[src/hw/rtl/wavp_pkg.sv]
package wavp_pkg;

  localparam logic [31:0] TAG_RIFF = 32'h4646_4952;
  localparam logic [31:0] TAG_WAVE = 32'h4556_4157;
  localparam logic [31:0] TAG_FMT  = 32'h2074_6D66;
  localparam logic [31:0] TAG_DATA = 32'h6174_6164;
  localparam logic [31:0] RATE_RESET = 32'd16000;
  localparam int unsigned QDEPTH = 4;
  localparam int unsigned QAW = 2;

  typedef enum logic [3:0] {
    PH_RIFF, PH_RSIZE, PH_WAVE, PH_ID, PH_SZFMT, PH_SZDATA, PH_SZSKIP,
    PH_FMT, PH_SKIP, PH_DATA, PH_DONE
  } phase_t;

  typedef enum logic [3:0] {
    ST_SAMPLE    = 4'd0,
    ST_BAD_TAGS  = 4'd1,
    ST_FMT_SHORT = 4'd2,
    ST_NO_FMT    = 4'd3,
    ST_NOT_PCM16 = 4'd4,
    ST_RATE      = 4'd5,
    ST_CHANNELS  = 4'd6,
    ST_PARTIAL   = 4'd7,
    ST_DATA_SHRT = 4'd8,
    ST_NO_DATA   = 4'd9
  } status_t;

  // one result item
  typedef struct packed {
    logic signed [15:0] sample;
    status_t            status;
    logic               last;
  } result_t;

endpackage

[src/hw/rtl/wavp_front.sv]
module wavp_front
  import wavp_pkg::*;
(
  input  logic        clk,
  input  logic        rst_n,
  input  logic        byte_vld,
  input  logic [7:0]  data_byte,
  input  logic        end_of_file,
  input  logic [31:0] required_rate,
  output logic        res_vld,
  output result_t     res
);

  phase_t      phase_r, phase_nxt;
  logic [4:0]  field_count_r, field_count_nxt;
  logic [31:0] tag_shift_r, tag_shift_nxt;
  logic [32:0] bytes_left_r, bytes_left_nxt;
  logic        fmt_seen_r, fmt_seen_nxt;
  logic [15:0] format_code_r, format_code_nxt;
  logic [15:0] channel_count_r, channel_count_nxt;
  logic [31:0] declared_rate_r, declared_rate_nxt;
  logic [15:0] sample_bits_r, sample_bits_nxt;
  logic [23:0] frame_hold_r, frame_hold_nxt;
  logic [1:0]  fbi_r, fbi_nxt;

  logic [31:0] shifted;
  logic [31:0] size;
  logic        word_done, fin, have;
  status_t     status;
  logic [15:0] smp;
  logic signed [16:0] lr_sum;
  logic signed [15:0] left_s, right_s;
  logic        is_mono;
  logic [32:0] bl_dec;
  logic        misalign;

  assign shifted = {data_byte, tag_shift_r[31:8]};
  assign size    = shifted;
  assign is_mono = (channel_count_r == 16'd1);
  assign bl_dec  = (bytes_left_r != 33'd0) ? bytes_left_r - 33'd1 : 33'd0;
  // data size must hold whole frames: 2 bytes mono, 4 stereo
  assign misalign = is_mono ? size[0] : (size[1:0] != 2'b00);
  assign left_s  = frame_hold_r[15:0];
  assign right_s = {data_byte, frame_hold_r[23:16]};
  assign lr_sum  = 17'(left_s) + 17'(right_s);

  always_comb begin
    phase_nxt         = phase_r;
    field_count_nxt   = field_count_r;
    tag_shift_nxt     = tag_shift_r;
    bytes_left_nxt    = bytes_left_r;
    fmt_seen_nxt      = fmt_seen_r;
    format_code_nxt   = format_code_r;
    channel_count_nxt = channel_count_r;
    declared_rate_nxt = declared_rate_r;
    sample_bits_nxt   = sample_bits_r;
    frame_hold_nxt    = frame_hold_r;
    fbi_nxt           = fbi_r;
    word_done = 1'b0;
    fin       = 1'b0;
    have      = 1'b0;
    status    = ST_SAMPLE;
    smp       = 16'd0;

    if (byte_vld) begin
      // header words are gathered four bytes at a time
      if (phase_r <= PH_SZSKIP) begin
        tag_shift_nxt = shifted;
        if (field_count_r >= 5'd3) begin
          field_count_nxt = 5'd0;
          word_done = 1'b1;
        end else begin
          field_count_nxt = field_count_r + 5'd1;
        end
      end

      if (word_done) begin
        unique case (phase_r)
          PH_RIFF: begin
            if (shifted == TAG_RIFF) phase_nxt = PH_RSIZE;
            else begin status = ST_BAD_TAGS; fin = 1'b1; end
          end
          PH_RSIZE: phase_nxt = PH_WAVE;
          PH_WAVE: begin
            if (shifted == TAG_WAVE) phase_nxt = PH_ID;
            else begin status = ST_BAD_TAGS; fin = 1'b1; end
          end
          PH_ID: begin
            if (shifted == TAG_FMT)       phase_nxt = PH_SZFMT;
            else if (shifted == TAG_DATA) phase_nxt = PH_SZDATA;
            else                          phase_nxt = PH_SZSKIP;
          end
          PH_SZFMT: begin
            if (size < 32'd16) begin status = ST_FMT_SHORT; fin = 1'b1; end
            else begin
              bytes_left_nxt = {1'b0, size} + 33'(size[0]) - 33'd16;
              phase_nxt = PH_FMT;
            end
          end
          PH_SZSKIP: begin
            bytes_left_nxt = {1'b0, size} + 33'(size[0]);
            phase_nxt = ({1'b0, size} + 33'(size[0]) != 33'd0) ? PH_SKIP : PH_ID;
          end
          default: begin
            if (!fmt_seen_r) status = ST_NO_FMT;
            else if (format_code_r != 16'd1 || sample_bits_r != 16'd16)
              status = ST_NOT_PCM16;
            else if (declared_rate_r != required_rate) status = ST_RATE;
            else if (channel_count_r != 16'd1 && channel_count_r != 16'd2)
              status = ST_CHANNELS;
            else if (misalign) status = ST_PARTIAL;
            else if (size == 32'd0) status = ST_NO_DATA;
            if (status != ST_SAMPLE) fin = 1'b1;
            else begin
              bytes_left_nxt = {1'b0, size};
              frame_hold_nxt = 24'd0;
              fbi_nxt        = 2'd0;
              phase_nxt      = PH_DATA;
            end
          end
        endcase
        have = fin;
      end else if (phase_r == PH_FMT) begin
        // fmt body: capture fields by byte position
        tag_shift_nxt   = shifted;
        field_count_nxt = field_count_r + 5'd1;
        if (field_count_r == 5'd1) format_code_nxt = shifted[31:16];
        else if (field_count_r == 5'd3) channel_count_nxt = shifted[31:16];
        else if (field_count_r == 5'd7) declared_rate_nxt = shifted;
        else if (field_count_r >= 5'd15) begin
          sample_bits_nxt = shifted[31:16];
          field_count_nxt = 5'd0;
          fmt_seen_nxt    = 1'b1;
          phase_nxt = (bytes_left_r != 33'd0) ? PH_SKIP : PH_ID;
        end
      end else if (phase_r == PH_SKIP) begin
        bytes_left_nxt = bl_dec;
        if (bl_dec == 33'd0) phase_nxt = PH_ID;
      end else if (phase_r == PH_DATA) begin
        bytes_left_nxt = bl_dec;
        if ((is_mono && fbi_r == 2'd1) || (!is_mono && fbi_r == 2'd3)) begin
          // truncate toward zero: bias negative odd sums up
          if (is_mono) smp = {data_byte, frame_hold_r[7:0]};
          else smp = 16'((lr_sum + 17'(lr_sum[16] & lr_sum[0])) >>> 1);
          frame_hold_nxt = 24'd0;
          fbi_nxt        = 2'd0;
          have           = 1'b1;
          if (bl_dec == 33'd0) begin fin = 1'b1; phase_nxt = PH_DONE; end
        end else begin
          case (fbi_r)
            2'd0:    frame_hold_nxt[7:0]   = data_byte;
            2'd1:    frame_hold_nxt[15:8]  = data_byte;
            default: frame_hold_nxt[23:16] = data_byte;
          endcase
          fbi_nxt = fbi_r + 2'd1;
        end
      end

      if (fin && status != ST_SAMPLE) begin
        smp = 16'd0;
        phase_nxt = PH_DONE;
      end

      // end of file: report where the file stopped, then rearm
      if (end_of_file) begin
        if (!fin && phase_nxt != PH_DONE) begin
          have = 1'b1;
          fin  = 1'b1;
          smp  = 16'd0;
          if (phase_nxt <= PH_WAVE)     status = ST_BAD_TAGS;
          else if (phase_nxt == PH_FMT) status = ST_FMT_SHORT;
          else if (phase_nxt == PH_DATA) status = ST_DATA_SHRT;
          else                          status = ST_NO_DATA;
        end
        phase_nxt = PH_RIFF;
        field_count_nxt = 5'd0;
        tag_shift_nxt = 32'd0;
        bytes_left_nxt = 33'd0;
        fmt_seen_nxt = 1'b0;
        format_code_nxt = 16'd0;
        channel_count_nxt = 16'd0;
        declared_rate_nxt = 32'd0;
        sample_bits_nxt = 16'd0;
        frame_hold_nxt = 24'd0;
        fbi_nxt = 2'd0;
      end
    end
  end

  always_ff @(posedge clk) begin
    if (!rst_n) begin
      phase_r <= PH_RIFF;
      field_count_r <= 5'd0;
      tag_shift_r <= 32'd0;
      bytes_left_r <= 33'd0;
      fmt_seen_r <= 1'b0;
      format_code_r <= 16'd0;
      channel_count_r <= 16'd0;
      declared_rate_r <= 32'd0;
      sample_bits_r <= 16'd0;
      frame_hold_r <= 24'd0;
      fbi_r <= 2'd0;
    end else begin
      phase_r <= phase_nxt;
      field_count_r <= field_count_nxt;
      tag_shift_r <= tag_shift_nxt;
      bytes_left_r <= bytes_left_nxt;
      fmt_seen_r <= fmt_seen_nxt;
      format_code_r <= format_code_nxt;
      channel_count_r <= channel_count_nxt;
      declared_rate_r <= declared_rate_nxt;
      sample_bits_r <= sample_bits_nxt;
      frame_hold_r <= frame_hold_nxt;
      fbi_r <= fbi_nxt;
    end
  end

  assign res_vld    = byte_vld && have;
  assign res.sample = smp;
  assign res.status = status;
  assign res.last   = fin;

endmodule

[src/hw/rtl/wavp_queue.sv]
module wavp_queue
  import wavp_pkg::*;
(
  input  logic    clk,
  input  logic    rst_n,
  input  logic    wr_en,
  input  result_t wr_data,
  output logic    almost_full,
  input  logic    rd_en,
  output logic    empty,
  output result_t rd_data
);

  result_t      mem_r [QDEPTH];
  logic [QAW-1:0] wp_r, rp_r;
  logic [QAW:0]   cnt_r;

  // result queue between parser and consumer
  always_ff @(posedge clk) begin
    if (wr_en) mem_r[wp_r] <= wr_data;
  end

  always_ff @(posedge clk) begin
    if (!rst_n) begin
      wp_r  <= '0;
      rp_r  <= '0;
      cnt_r <= '0;
    end else begin
      if (wr_en) wp_r <= wp_r + 1'b1;
      if (rd_en) rp_r <= rp_r + 1'b1;
      cnt_r <= cnt_r + (QAW+1)'(wr_en) - (QAW+1)'(rd_en);
    end
  end

  // stop input while one free slot remains
  assign almost_full = (cnt_r >= (QAW+1)'(QDEPTH - 1));
  assign empty       = (cnt_r == '0);
  assign rd_data     = mem_r[rp_r];

endmodule

[src/hw/rtl/wav_pcm16_stream_parser_core.sv]
// WAV PCM16 stream parser.
// Input channel: one file byte per item on in_data_byte, in_end_of_file set on
// the final byte. An item is taken when in_push is high and in_full is low.
// Result channel: out_sample/out_status/out_last show the oldest result while
// out_empty is low; out_pop takes it. out_last marks the final result of a file.
// Config: cfg_required_rate is written when cfg_valid and cfg_ready are high;
// cfg_ready is always high. Write only while the block is idle.
// Throughput: one byte per cycle while in_full is low. A byte that makes a
// result is parsed in the cycle it is taken and is readable the next cycle.
// Results go into a 4-entry queue; in_full rises once three entries are held,
// so a stalled consumer stops the input after at most three pending results.
// Reset (rst_n low, synchronous) clears the parser to wait for the RIFF tag,
// empties the queue and sets the required rate to 16000.
module wav_pcm16_stream_parser_core
  import wavp_pkg::*;
(
  input  logic               clk,
  input  logic               rst_n,
  input  logic               in_push,
  output logic               in_full,
  input  logic [7:0]         in_data_byte,
  input  logic               in_end_of_file,
  output logic               out_empty,
  input  logic               out_pop,
  output logic signed [15:0] out_sample,
  output logic [3:0]         out_status,
  output logic               out_last,
  input  logic               cfg_valid,
  output logic               cfg_ready,
  input  logic [31:0]        cfg_required_rate
);

  logic [31:0] rate_r;
  logic        acc, res_vld, qfull;
  result_t     res, qout;

  // config register
  assign cfg_ready = 1'b1;
  always_ff @(posedge clk) begin
    if (!rst_n) rate_r <= RATE_RESET;
    else if (cfg_valid) rate_r <= cfg_required_rate;
  end

  assign in_full = qfull;
  assign acc     = in_push && !qfull;

  wavp_front u_front (
    .clk, .rst_n,
    .byte_vld(acc), .data_byte(in_data_byte), .end_of_file(in_end_of_file),
    .required_rate(rate_r), .res_vld, .res
  );

  wavp_queue u_queue (
    .clk, .rst_n,
    .wr_en(res_vld), .wr_data(res), .almost_full(qfull),
    .rd_en(out_pop && !out_empty), .empty(out_empty), .rd_data(qout)
  );

  assign out_sample = qout.sample;
  assign out_status = qout.status;
  assign out_last   = qout.last;

endmodule
[config.mk]
export PLATFORM = sky130hd
export DESIGN_NAME = wav_pcm16_stream_parser_core
export DESIGN_NICKNAME = d
export VERILOG_FILES = /design/src/hw/rtl/wavp_pkg.sv /design/src/hw/rtl/wavp_front.sv /design/src/hw/rtl/wavp_queue.sv /design/src/hw/rtl/wav_pcm16_stream_parser_core.sv
export SDC_FILE = /design/constraint.sdc
export NUM_CORES = 1
export LEC_CHECK = 0
export BUFFER_PORTS_ARGS = -buffer_cell sky130_fd_sc_hd__buf_2
export CAP_MARGIN = 30
export CELL_PAD_IN_SITES_DETAIL_PLACEMENT = 1
export CELL_PAD_IN_SITES_GLOBAL_PLACEMENT = 1
export CORE_UTILIZATION = 49
export CTS_CLUSTER_SIZE = 14
export DETAILED_ROUTE_END_ITERATION = 16
export GPL_TIMING_DRIVEN = 0
export PLACE_DENSITY_LB_ADDON = 0.1
export SYNTH_ARGS = -nofsm -noshare
export SYNTH_HDL_FRONTEND = slang
export SYNTH_SLANG_ARGS = --single-unit
export TNS_END_PERCENT = 30
[constraint.sdc]
create_clock -name clk -period 6.3 [get_ports clk]
set_input_delay 0.945 -clock clk [delete_from_list [all_inputs] [get_ports clk]]
set_output_delay 0.945 -clock clk [all_outputs]
set_load 0.01 [all_outputs]
* Word-level counts from Yosys, hierarchy flattened
Memories as Yosys holds them, arrays and structs flattened. A register that Yosys moved wholly into a read port is not among the register bits. Cells that the tools add are included.
Cells by class: add/subtract/negate cells 11, magnitude comparators 6, equal/unequal tests 38, muxes and demuxes 155, bitwise operators 1, reductions and logical operators 46
Operators with widths (count):
- $mux 16 | 26
- $mux 32 | 10
- $mux 33 | 8
- $mux 24 | 8
- $mux 4 | 37
- $pmux 33 s3 | 1
- $eq 32x31->1 const B | 3
- $reduce_bool 33->1 | 2
- $mux 5 | 9
- $mux 1 | 38
- $add 32x1->33 | 1
- $logic_not 33->1 | 1
- $sub 33x1->33 const B | 1
- $sub 33x5->33 const B | 1
- $eq 32x30->1 const B | 1
- $logic_not 32->1 | 1
- $lt 32x5->1 const B | 1
- $ne 16x1->1 const B | 2
- $ne 32x32->1 | 1
- $reduce_and 7->1 | 4
- $mux 2 | 12
- $mux 8 | 3
- $pmux 4 s6 | 1
- $reduce_bool 4->1 | 5
- 46 further kinds | 80
Storage, ports and cells: flip-flop bits (word level) 220, memory bits (writable) 84, bits of input ports 46, output and inout port bits 24, word-level logic and storage cells 275, memories kept 1
Memories:
- u_queue.mem_r | words 4, bits a word 21, rd ports 1, clocked after memory_dff 1, wr ports 1, line wavp_queue.sv:14 | result_t mem_r [QDEPTH];

* Depth between registers and ports, before layout
Gate-level depths: netlist (run 1).
depth in word-level cells 26, mapped depth 18

* Hierarchy
Synthesis (run 1) repeated with hierarchy kept, for this count alone.
Second synthesis, totals: cells, all modules 1878, area total of the unflattened synthesis 17596.9 um^2
By module, submodules not included:
- wavp_front | instances 1, cells an instance 1616, area each 12866.1 um^2, seq. area each 3463.3 um^2
- wavp_queue | instances 1, cells an instance 155, area each 3478.3 um^2, seq. area each 2702.6 um^2
- wav_pcm16_stream_parser_core | instances 1, cells an instance 107, area each 1252.5 um^2, seq. area each 640.6 um^2

* Least setup slack after synthesis (run 1)
No wires, ideal clock.
path type flip-flop to flip-flop, from register u_front.bytes_left_r[16], to memory u_queue.mem_r[0][0] (netlist name) (enable), arrival 4.194 ns, data required time 5.921 ns, path slack 1.726 ns, stages on the path, launching flop included 13, clock period less this slack 4.574 ns, cell sequence dfxtp_1 -> buf_6 -> or4_4 -> or4_4 -> nor4_1 -> xnor2_1 -> or3b_1 -> o41ai_2 -> a31oi_1 -> nor4_4 -> nor3_1 -> a21oi_4 -> and2_1
Between the ends: word-level cells in the longest chain between the ends 21, elaborated cells on any way between the ends 35, classes of those cells add/sub: 1; eq/ne: 1; mux: 27; reduce/logical: 6
RTL lines:
- start, declared | line wavp_front.sv:17 | logic [32:0] bytes_left_r, bytes_left_nxt;
- start signal, assigned | line wavp_front.sv:207 | bytes_left_r <= bytes_left_nxt;
- $sub 33x1->33 / $reduce_bool 33->1 (equally long branches) | line wavp_front.sv:40, wavp_front.sv:134
- $mux 33 | line wavp_front.sv:40 | assign bl_dec = (bytes_left_r != 33'd0) ? bytes_left_r - 33'd1 : 33'd0;
- $logic_not 33->1 | line wavp_front.sv:138, wavp_front.sv:148
- $mux 1 | line wavp_front.sv:148 | if (bl_dec == 33'd0) begin fin = 1'b1; phase_nxt = PH_DONE; end
- $mux 1 | line wavp_front.sv:141 | if ((is_mono && fbi_r == 2'd1) || (!is_mono && fbi_r == 2'd3)) begin
- $mux 1 | line wavp_front.sv:139 | end else if (phase_r == PH_DATA) begin
- $mux 1 | line wavp_front.sv:136 | end else if (phase_r == PH_SKIP) begin
- $mux 1 | line wavp_front.sv:123 | end else if (phase_r == PH_FMT) begin
- [6 not listed]
- $logic_and 1x1->1 * | line wavp_front.sv:166 | if (!fin && phase_nxt != PH_DONE) begin
- $mux 1 * | line wavp_front.sv:166
- $mux 1 * | line wavp_front.sv:165 | if (end_of_file) begin
- $mux 1 * | line wavp_front.sv:65 | if (byte_vld) begin
- $logic_and 1x1->1 * | line wavp_front.sv:218 | assign res_vld = byte_vld && have;
- named net res_vld | line wav_pcm16_stream_parser_core.sv:34 | logic acc, res_vld, qfull;
- $mux 1 * | line wavp_queue.sv:20 | if (wr_en) mem_r[wp_r] <= wr_data;
- $mux 1 (not written as such) * | line wavp_queue.sv:20
- end, declared | line wavp_queue.sv:14
Mark *: on every way through the listed nets, which the timed path passes. The rest lies on a longest branch. The select of a mux whose other input is x is not followed.

* Worst setup path in the final report (run 1)
from register u_front.tag_shift_r[9], to memory u_queue.mem_r[2][16] (netlist name) (enable)
Between the ends: word-level cells in the longest chain between the ends 26, elaborated cells on any way between the ends 56, classes of those cells add/sub: 1; order compare: 1; eq/ne: 5; mux: 40; reduce/logical: 9
RTL lines:
- start, declared | line wavp_front.sv:16 | logic [31:0] tag_shift_r, tag_shift_nxt;
- start signal, assigned | line wavp_front.sv:206 | tag_shift_r <= tag_shift_nxt;
- $logic_not 32->1 / $reduce_bool 2->1 (equally long branches) | line wavp_front.sv:112, wavp_front.sv:42
- $mux 4 / $mux 1 (equally long branches) | line wavp_front.sv:112, wavp_front.sv:42
- $mux 4 | line wavp_front.sv:111 | else if (misalign) status = ST_PARTIAL;
- $mux 4 | line wavp_front.sv:109 | else if (channel_count_r != 16'd1 && channel_count_r != 16'd2)
- $mux 4 | line wavp_front.sv:108 | else if (declared_rate_r != required_rate) status = ST_RATE;
- $mux 4 | line wavp_front.sv:106 | else if (format_code_r != 16'd1 || sample_bits_r != 16'd16)
- $mux 4 | line wavp_front.sv:105 | if (!fmt_seen_r) status = ST_NO_FMT;
- $mux 4 | line wavp_front.sv:78 | unique case (phase_r)
- [11 not listed]
- $logic_and 1x1->1 | line wavp_front.sv:166
- $mux 1 | line wavp_front.sv:166
- $mux 1 * | line wavp_front.sv:165
- $mux 1 * | line wavp_front.sv:65
- $logic_and 1x1->1 * | line wavp_front.sv:218
- named net res_vld | line wav_pcm16_stream_parser_core.sv:34
- $mux 1 * | line wavp_queue.sv:20
- $mux 1 (not written as such) * | line wavp_queue.sv:20
Marks and branches as above.

==> results of run 1 <==
registers in the layout (all words and copies together), names as in the netlist, named ones only:
name,count
u_front.bytes_left_r,33
u_front.fbi_r,2
u_queue.cnt_r,3
u_front.field_count_r,5
u_queue.rp_r,2
u_queue.mem_r,84
u_front.declared_rate_r,32
u_front.sample_bits_r,16
u_front.format_code_r,16
u_front.tag_shift_r,24
u_front.phase_r,4
u_queue.wp_r,2
u_front.channel_count_r,16
u_front.fmt_seen_r,1
rate_r,32
u_front.frame_hold_r,24
through the flow:
stage / instance area (sq um) / hold WS (ns) / worst slack, ns
global placement: 18300 / 0.478 / 0.114
detailed placement: 18400 / 0.493 / 0.325
CTS: 19600 / 0.508 / 0.260
global route: 19600 / 0.529 / 0.0611
finish: 19600 / 0.505 / 0.337
floorplan: 17400 / 0.462 / 1.73
critical path: cells and delay by family, from the launching register on:
| kind | cells | cell delay, ns |
|---|---|---|
| buffers and inverters | 3 | 0.97 |
| and+or+nand+nor | 6 | 2.67 |
| DFF | 1 | 0.64 |
| xor gates and xnor gates | 1 | 0.27 |
| AOI/OAI and AO/OA | 3 | 0.87 |
| adders and majority gates | 1 | 0.23 |
power groups by stage:
stage               logic, uW  clock network, uW  registers (uW)
global placement         1920                  0            2210
CTS                      2040               2080            2180
detailed placement       2020                  0            2220
global route             2230               2140            2190
floorplan                1390                  0            2180
finish                   2080               2050            2180
kinds of logic after synthesis:
kind of cell	share of synthesized area (%)
AND/OR/NAND/NOR	25.2
AO/OA/AOI/OAI	15.8
flip-flops	39.2
other	0.0216
multiplexers	6.48
XOR/XNOR	6.20
buffers and inverters	4.37
adder cells (fa/ha/maj)	2.75
final cells by class:
type	instances	area, sq um	share of cell area (%)
antenna	2	5.00	0.0255
buffer	143	616	3.14
clock buffer	45	943	4.81
clock inverter	17	198	1.01
inverter	38	143	0.728
multi-input combinational	1407	9810	50.0
sequential	298	6810	34.7
tap	455	569	2.90
timing repair buffer	81	518	2.64
placed cells by master (no fill, tap or decap), types with 7 or more instances in the layout:
cell / instances
edfxtp_1: 84
nand2b_1: 10
a21oi_1: 52
or4_1: 21
o21ai_0: 73
or3_2: 7
o22ai_1: 13
nor3_1: 61
a211oi_1: 13
xor2_1: 74
clkbuf_16: 35
buf_2: 78
clkbuf_1: 122
a22oi_1: 122
a211oi_2: 7
or2_2: 10
nor2_1: 117
mux4_2: 21
nand3_1: 47
a21boi_0: 7
or3_1: 11
nand4_1: 32
inv_1: 37
nor4b_1: 12
and2_1: 26
and3_1: 23
nor2b_1: 185
nor4_1: 51
buf_1: 11
nand2_1: 109
dfxtp_1: 214
xnor2_1: 49
o211ai_1: 8
ha_1: 35
mux2i_1: 64
a31oi_1: 13
cells in the mapped netlist (all sizes together) (50+ instances only):
library cell	number
a21oi	55
nor3	62
nand3	50
nand2	109
xor2	74
nor2b	185
mux2i	64
dfxtp	214
edfxtp	84
nor4	56
clkbuf	118
nor2	118
a22oi	122
o21ai	75
worst min-delay path by stage:
stage	start	to	depth (start not counted)
3_3_place_gp	rate_r[12]	rate_r[12]	2
3_5_place_dp	rate_r[7]	rate_r[7]	2
6_report	rate_r[10]	rate_r[10]	2
5_1_grt	rate_r[12]	rate_r[12]	2
4_1_cts	rate_r[10]	rate_r[10]	2
2_1_floorplan	rate_r[10]	rate_r[10]	2
layer usage:
metal	GRT usage (%)	wire, um	up-vias
met1	44.5	26700	7902
li1	-	-	7192
met5	0	0	-
met3	4.31	3430	137
met4	14.6	2230	0
met2	56.5	29100	582
==> reports/results.txt, run 1 <==
CP Data Arrival Time = 6.20 ns
CTS root buf = clkbuf_16
Crit-path slowest cell = nor4_1
Largest net degree at the start of global routing = 15
Gr ovfl total = 0
First-pass GRT wire length = 94,000 um
DR DRC count = 0
Port buffer count = 66
HP Class = reg -> reg
WS Path Type = reg -> reg
CTS tree = done
Placed cells = 2,421
Total Die Area = 0.0362 sq mm
Die Span Y = 190 um
Fin crit period = 5.96 ns
Total Neg Setup Slack = 0 ns
Max VDD drop = 0.286 mV
YS warnings = 0
Nets = 2,087
Combinational power share = 32.9%
CTS resizes = 0
Status = finished clean
Initial Util = 50.0%
Crit start category = flip-flop
Total leakage power = 0.00693 uW
Initial antenna violation count = 3
Cell taking the most area after synthesis = dfxtp_1
Max-cap violations = 0
Syn nets = 1,969
Vias in the first global route = 16.1k
Sw frac = 35.4%
Std-Cell Core Area = 0.0347 sq mm
Skew final = 0.0269 ns
Clock Sinks = 298
Hold-fix buffers, CTS = 0
Filler Cell Count = 4,045
WP data required = 6.53 ns
Drt pass-1 iters = 6
Post-DR vias/cell = 6.36
Crit. Startpoint = u_front.tag_shift_r[9]
Highest clock rate = 168 MHz
GRT Total Usage = 34.0%
Area Growth Syn to Fin = 12.9%
IO Pins = 70
Worst slew pin tran = 1.07 ns
Worst-path clk slew = 0.06 ns
Syn Area/Cell = 9.21 sq um
Reg-to-Reg Start = u_front.tag_shift_r[9]
Clock Path Buffers = 3
Die W = 190 um
Clock latency on the worst-skew pair = 0.56 ns
Clock Power Share = 32.5%
GPL Wtd Cong = 0.978
Internal = 4080 uW
Worst R2R End = u_queue.mem_r[2][16]
Synth top area share = 24.7%
Post-Route Utilization = 56.5%
Number of setup buffers added after CTS = 0
Routed len/inst = 24.7 um
Synth top area cells = dfxtp_1, edfxtp_1, nor2b_1
Pwr/cell area = 322 mW/mm^2
Worst reg2reg setup slack = 0.34 ns
Fraction of final layout cells sized beyond drive strength 1 = 11.4%
Distinct cells, synth = 99
Post-route ant nets = 0
Unrepaired setup endpoints after global routing = no
Nature of the critical path endpoint = flip-flop
Tot Pwr = 6310 uW
Crit-path cells = ha_1, clkbuf_1, inv_1, nor3_1, nand3_1, xnor2_1, o2111ai_1, nor4_1, a21oi_1, nor4_4, nor3_1, a21oi_4, and2_1, buf_8
Reg2reg path depth = 14
CTS H-tree lvls = 2
Rows = 68
Layout Cells excl Fill = 2,486
Final setup violation count = 0
Max-slew headroom = 28.6%
Critical path destination = u_queue.mem_r[2][16]
Sequential power share = 34.6%
Sequential-to-total area share from yosys stat = 39.2%
Post-Route WL = 61,500 um
Ys async rst share = 0%
Crit-path max FO = 14
Synthesized area = 0.0174 sq mm
Fin. max-slew vios = 0
Net switching power = 2240 uW
Final Hold Fails = 0
Post-synth top flop = dfxtp_1
Iteration-0 DRC Markers = 1,349
Routed via count = 15.8k
Period utilization = 94.7%
CP max stage delay = 0.73 ns
Post-synth EDFFs = 84
CTS Buf Count = 35
Post-DP HPWL = 46,000 um
Flip-flop and latch count after synthesis = 298
Crit-path most repeated cell = nor3_1
Mapped Cells = 1,886
(Power assumes the default switching activity.)
==> inputs of run 2 (changes only) <==
--- a/config.mk
+++ b/config.mk
@@ -13,7 +13,7 @@
 export CTS_CLUSTER_SIZE = 14
 export DETAILED_ROUTE_END_ITERATION = 16
 export GPL_TIMING_DRIVEN = 0
-export PLACE_DENSITY_LB_ADDON = 0.1
+export PLACE_DENSITY_LB_ADDON = 0.3
 export SYNTH_ARGS = -nofsm -noshare
 export SYNTH_HDL_FRONTEND = slang
 export SYNTH_SLANG_ARGS = --single-unit
==> run 2 against run 1 <==
  * Clock power down 5%
  * Clock skew about the same
  * Global-route usage about the same
  * Via count down 0.35%
  * Hold slack better by 0.0022 ns
  * Critical path type unchanged
==> reports/results.txt, run 2 (synthesized netlist as in run 1, its figures left out) <==
Critical path destination = u_queue.cnt_r[2]
Fraction of final layout cells sized beyond drive strength 1 = 11.1% (-0.36 points)
Drt pass-1 iters = 5 (-1)
IO Pins = 70 (unchanged)
Iteration-0 DRC Markers = 1,306 (-3.2%)
Number of setup buffers added after CTS = 0 (unchanged)
Max-slew headroom = 25.5% (-3.2 points)
Vias in the first global route = 16.5k (+2.4%)
Largest register FFs = 84 (unchanged)
CP Data Arrival Time = 6.21 ns (about the same)
Clock Path Buffers = 3 (unchanged)
WP data required = 6.69 ns (+0.16 ns)
Gr ovfl total = 0 (unchanged)
Status = finished clean
Largest net degree at the start of global routing = 16 (+1)
Post-DP HPWL = 46,100 um (+0.24%)
Worst-path clk slew = 0.06 ns (about the same)
Period utilization = 92.4% (-2.3 points)
Post-route ant nets = 0 (unchanged)
Commonest non-fill, non-tap cells in the layout = dfxtp_1, nor2b_1, clkbuf_1
Register area = 0.00681 sq mm (unchanged)
Area Growth Syn to Fin = 12.5%
Tot Pwr = 6200 uW (-1.8%)
Max VDD drop = 0.214 mV (-25%)
Post-Route WL = 61,300 um (-0.36%)
Reg-to-Reg Start = u_front.tag_shift_r[9]
Clock latency on the worst-skew pair = 0.53 ns (-0.03 ns)
Rows = 68 (unchanged)
Die W = 190 um (unchanged)
Crit. Startpoint = u_front.tag_shift_r[9]
CTS H-tree lvls = 2 (unchanged)
Clock Sinks = 298 (unchanged)
Initial Util = 50.0% (unchanged)
Highest clock rate = 172 MHz (+2.5%)
Total leakage power = 0.00690 uW (-0.51%)
Initial antenna violation count = 4 (+1)
Pwr/cell area = 317 mW/mm^2 (-1.5%)
Reg2reg path depth = 17 (+3)
Final Hold Fails = 0 (unchanged)
Crit-path max FO = 10 (-4)
Routed via count = 15.8k (-0.35%)
Hold-fix buffers, CTS = 0 (unchanged)
CTS tree = done
Crit start category = flip-flop
Routed len/inst = 24.7 um (-0.12%)
Port buffer count = 66 (unchanged)
DR DRC count = 0 (unchanged)
Post-Route Utilization = 56.3% (-0.20 points)
Skew final = 0.0269 ns (+0.0000509 ns)
Fin crit period = 5.82 ns (-0.144 ns)
GRT Total Usage = 34.0% (about the same)
Die Span Y = 190 um (unchanged)
WS Path Type = reg -> reg
First-pass GRT wire length = 95,100 um (+1.2%)
Fin. max-slew vios = 0 (unchanged)
Filler Cell Count = 3,998 (-1.2%)
Worst R2R End = u_queue.cnt_r[2]
Hold Crit Start = rate_r[10]
Std-Cell Core Area = 0.0347 sq mm (unchanged)
Total Neg Setup Slack = 0 ns (unchanged)
HP Class = reg -> reg
CTS Buf Count = 34 (-2.9%)
Placed cells = 2,418 (-0.12%)
Most common cell after layout, fill and taps aside = dfxtp_1
GPL Wtd Cong = 0.922 (-5.7%)
Layout Cells excl Fill = 2,480 (-0.24%)
Final setup violation count = 0 (unchanged)
Worst slew pin tran = 1.11 ns (+0.0372 ns)
Nature of the critical path endpoint = flip-flop
Total Die Area = 0.0362 sq mm (unchanged)
Multi-input logic area = 0.00981 sq mm (about the same)
Post-DR vias/cell = 6.35 (-0.11%)
Max-cap violations = 0 (unchanged)
Reg with most FFs = u_queue.mem_r
CTS root buf = clkbuf_16
Worst reg2reg setup slack = 0.48 ns (+0.14 ns)
Unrepaired setup endpoints after global routing = no
Nets = 2,083 (-0.19%)
Biggest regs = u_queue.mem_r x84, u_front.bytes_left_r x33
run 2: cell count changes in the layout (fill, tap and decap cells not counted), sizes merged:
cell	previous run	this run
clkbuf	164	170
clkinv	10	5
buf	105	102
bufinv	4	1
clkinvlp	3	0
inv	38	40
run 2: final cells by class:
class                           count  area share (%)
Inverter                           38           0.730
Buffer                            143            3.15
Multi-Input combinational cell   1407            50.2
Sequential cell                   298            34.8
Timing Repair Buffer               78            2.52
Antenna cell                        2          0.0256
Clock inverter                      8           0.429
Clock buffer                       51            5.15
Tap cell                          455            2.91
run 2: where the power goes:
part           switching (uW)  total (uW)  internal (uW)
sequential               97.5        2180           2080
clock                     804        1950           1150
combinational            1300        2060            766
run 2: worst min-delay path by stage:
stage / end / slack (ns) / depth (start not counted)
detailed placement: rate_r[9] / 0.50 / 2
CTS: rate_r[10] / 0.51 / 2
finish: rate_r[10] / 0.51 / 2
floorplan: rate_r[10] / 0.46 / 2
global route: u_front.fbi_r[1] / 0.55 / 2
global placement: u_queue.wp_r[1] / 0.48 / 2
run 2: through the flow:
step                      instance area (sq um)  hold WS, ns  worst slack [ns]
after floorplan                           17400        0.462              1.73
after global placement                    18300        0.478            0.0932
after detailed placement                  18400        0.495             0.239
after CTS                                 19500        0.515             0.189
after global routing                      19500        0.554             0.198
final                                     19500        0.507             0.481
run 2: routing by layer:
| layer | vias to the layer above | track usage (%) | routed length, um |
|---|---|---|---|
| met3 | 158 | 4.18 | 3650 |
| met4 | 4 | 14.8 | 2630 |
| met2 | 631 | 57.2 | 29300 |
| li1 | 7169 | - | - |
| met5 | - | 0 | 28 |
| met1 | 7796 | 44.0 | 25700 |
run 2: what timing repair did:
action                                 4_1_cts  5_1_grt
endpoints found under the hold margin        0        0
resized for setup                            0        2
setup endpoints to repair                    0       60
run 2: critical path, cell delays in order (launching register included):
cell and delay (ns):
dfxtp_1 0.64, ha_1 0.24, clkbuf_1 0.50, inv_1 0.26, nor3_1 0.51, nand3_1 0.24, xnor2_1 0.25, o2111ai_1 0.36
nor4_2 0.51, a21oi_1 0.20, nor4_4 0.54, nor3_1 0.17, a21oi_4 0.32, ha_1 0.22, inv_1 0.06, fa_1 0.38
xnor2_1 0.14, and2_1 0.16
==> inputs of run 3 (changes only) <==
--- a/config.mk
+++ b/config.mk
@@ -9,7 +9,7 @@
 export CAP_MARGIN = 30
 export CELL_PAD_IN_SITES_DETAIL_PLACEMENT = 1
 export CELL_PAD_IN_SITES_GLOBAL_PLACEMENT = 1
-export CORE_UTILIZATION = 49
+export CORE_UTILIZATION = 53
 export CTS_CLUSTER_SIZE = 14
 export DETAILED_ROUTE_END_ITERATION = 16
 export GPL_TIMING_DRIVEN = 0
==> constraint.sdc (replaced) <==
create_clock -name clk -period 6.7 [get_ports clk]
set_input_delay 1.005 -clock clk [delete_from_list [all_inputs] [get_ports clk]]
set_output_delay 1.005 -clock clk [all_outputs]
set_load 0.01 [all_outputs]
==> run 3 against run 2 <==
  * First-iteration DRC count up 28%
  * Cell count down 0.85%
  * Global-route usage up 3.4 points
  * Hold slack worse by 0.0073 ns
  * Die area down 7.5%
  * Largest cell class unchanged
==> reports/results.txt, run 3 (synthesized netlist as in run 1, its figures left out) <==
Worst-path clk slew = 0.06 ns (about the same)
Total Die Area = 0.0335 sq mm (-7.5%)
Met1 wire length = 25,100 um (-2.5%)
Worst slew pin tran = 1.09 ns (-0.0214 ns)
Biggest regs = u_queue.mem_r x84, u_front.bytes_left_r x33
Most common cell after layout, fill and taps aside = dfxtp_1
CTS H-tree lvls = 2 (unchanged)
Fin crit period = 6.10 ns (+0.279 ns)
GPL Wtd Cong = 0.966 (+4.8%)
Drt pass-1 iters = 5 (unchanged)
Reg2reg path depth = 14 (-3)
Routed len/inst = 25.6 um (+3.5%)
Crit-path max FO = 13 (+3)
Skew final = 0.0218 ns (-0.00507 ns)
Rows = 65 (-4.4%)
Clock Sinks = 298 (unchanged)
HP Class = reg -> reg
IO Pins = 70 (unchanged)
Crit-path cells = ha_1, clkbuf_1, inv_1, nor4_1, and3_1, and4b_1, o211ai_1, nor4_1, a21oi_1, nor4_4, nor3_1, a21oi_4, and2_1, buf_8
Area Growth Syn to Fin = 12.2%
Max-slew headroom = 25.7% (+0.24 points)
Highest clock rate = 164 MHz (-4.6%)
Gr ovfl total = 0 (unchanged)
Routed via count = 16.2k (+3.0%)
CP max stage delay = 0.81 ns (+0.17 ns)
WS Path Type = reg -> reg
Met3 WL post-DR = 5040 um (+38%)
Post-route ant nets = 0 (unchanged)
Std-Cell Core Area = 0.0319 sq mm (-8.2%)
Clock latency on the worst-skew pair = 0.54 ns (about the same)
Nature of the critical path endpoint = flip-flop
Largest net degree at the start of global routing = 19 (+3)
Critical path depth = 14 (-3)
WP data required = 6.94 ns (+0.25 ns)
Number of setup buffers added after CTS = 0 (unchanged)
Crit start category = flip-flop
Max-cap violations = 0 (unchanged)
CTS root buf = clkbuf_16
Final setup violation count = 0 (unchanged)
Port buffer count = 66 (unchanged)
Post-Route WL = 62,900 um (+2.7%)
Crit path buffers/inverters = 3 (unchanged)
First-pass GRT wire length = 96,500 um (+1.4%)
Unrepaired setup endpoints after global routing = no
Total leakage power = 0.00691 uW (+0.24%)
Metal2 WL = 29,900 um (+2.0%)
Crit-path slowest cell = nor4_1
Crit-path most repeated cell = nor4_1
Final Hold Fails = 0 (unchanged)
Hold Crit Depth = 2 (unchanged)
Initial antenna violation count = 0 (-4)
Pwr/cell area = 302 mW/mm^2 (-4.9%)
CTS resizes = 0 (unchanged)
CP Data Arrival Time = 6.33 ns (+0.12 ns)
Max VDD drop = 0.214 mV (-0.17%)
GRT Total Usage = 37.4% (+3.4 points)
Reg with most FFs = u_queue.mem_r
Layout Cells excl Fill = 2,459 (-0.85%)
Max Used Layer = met4
Initial Util = 54.5% (+4.4 points)
Filler Cell Count = 3,681 (-7.9%)
Post-DP HPWL = 45,700 um (-0.93%)
CP top delay family = simple AND/OR/NAND/NOR gates
Placed cells = 2,397 (-0.87%)
Die Span Y = 183 um (-3.8%)
Die W = 183 um (-3.8%)
Fin. max-slew vios = 0 (unchanged)
Number of diodes = 0 (-2)
Nets = 2,084 (+0.048%)
Period utilization = 91.0% (-1.4 points)
DR DRC count = 0 (unchanged)
Post-DR vias/cell = 6.60 (+3.9%)
Total Neg Setup Slack = 0 ns (unchanged)
Hold-fix buffers, CTS = 0 (unchanged)
Clock Path Buffers = 3 (unchanged)
Vias in the first global route = 16.6k (+0.72%)
Fraction of final layout cells sized beyond drive strength 1 = 11.2% (+0.14 points)
Largest register FFs = 84 (unchanged)
Status = finished clean
Commonest non-fill, non-tap cells in the layout = dfxtp_1, nor2b_1, a22oi_1
CTS tree = done
CTS Buf Count = 34 (unchanged)
Iteration-0 DRC Markers = 1,670 (+28%)
-- run 3: path summary, 6_finish.rpt --
path	startpoint	endpoint	slack [ns]
max	u_front.tag_shift_r[9]	u_queue.mem_r[0][17]	0.60
min	rate_r[10]	rate_r[10]	0.50
max reg2reg	u_front.tag_shift_r[9]	u_queue.mem_r[0][17]	0.60
min reg2reg	rate_r[10]	rate_r[10]	0.50
-- run 3: routing by layer --
metal	up-vias	global-route usage, %
met5	-	0
met4	0	17.9
met3	218	6.77
met2	848	63.1
met1	7990	46.3
li1	7180	-
-- run 3: stage by stage --
stage	hold WS, ns	power [uW]	util, %	area, sq um	setup WS, ns
floorplan	0.462	3360	-	17400	2.08
global placement	0.479	3860	57.2	18200	0.685
detailed placement	0.493	3970	57.7	18400	0.786
CTS	0.505	5830	61.1	19500	0.713
global route	0.543	6080	61.1	19500	0.312
finish	0.500	5880	61.1	19500	0.603
-- run 3: final cells by class --
type	instances	area, sq um	area share [%]
multi-input combinational	1407	9800	50.3
tap	435	544	2.79
timing repair buffer	79	502	2.57
clock inverter	15	121	0.623
buffer	143	616	3.16
inverter	38	143	0.732
clock buffer	44	960	4.92
sequential	298	6810	34.9
-- run 3: power breakdown --
group          leakage (uW)  internal [uW]  total, uW  switching (uW)
combinational       0.00392            717       2000            1280
sequential          0.00245           1960       2050            93.5
clock              0.000539           1060       1830             774
total               0.00691           3730       5880            2150
-- run 3: tightest hold or removal path: stages, from the launching register on --
cell and delay, ns:
dfxtp_1 0.34, mux2i_1 0.07, nand2_1 0.06
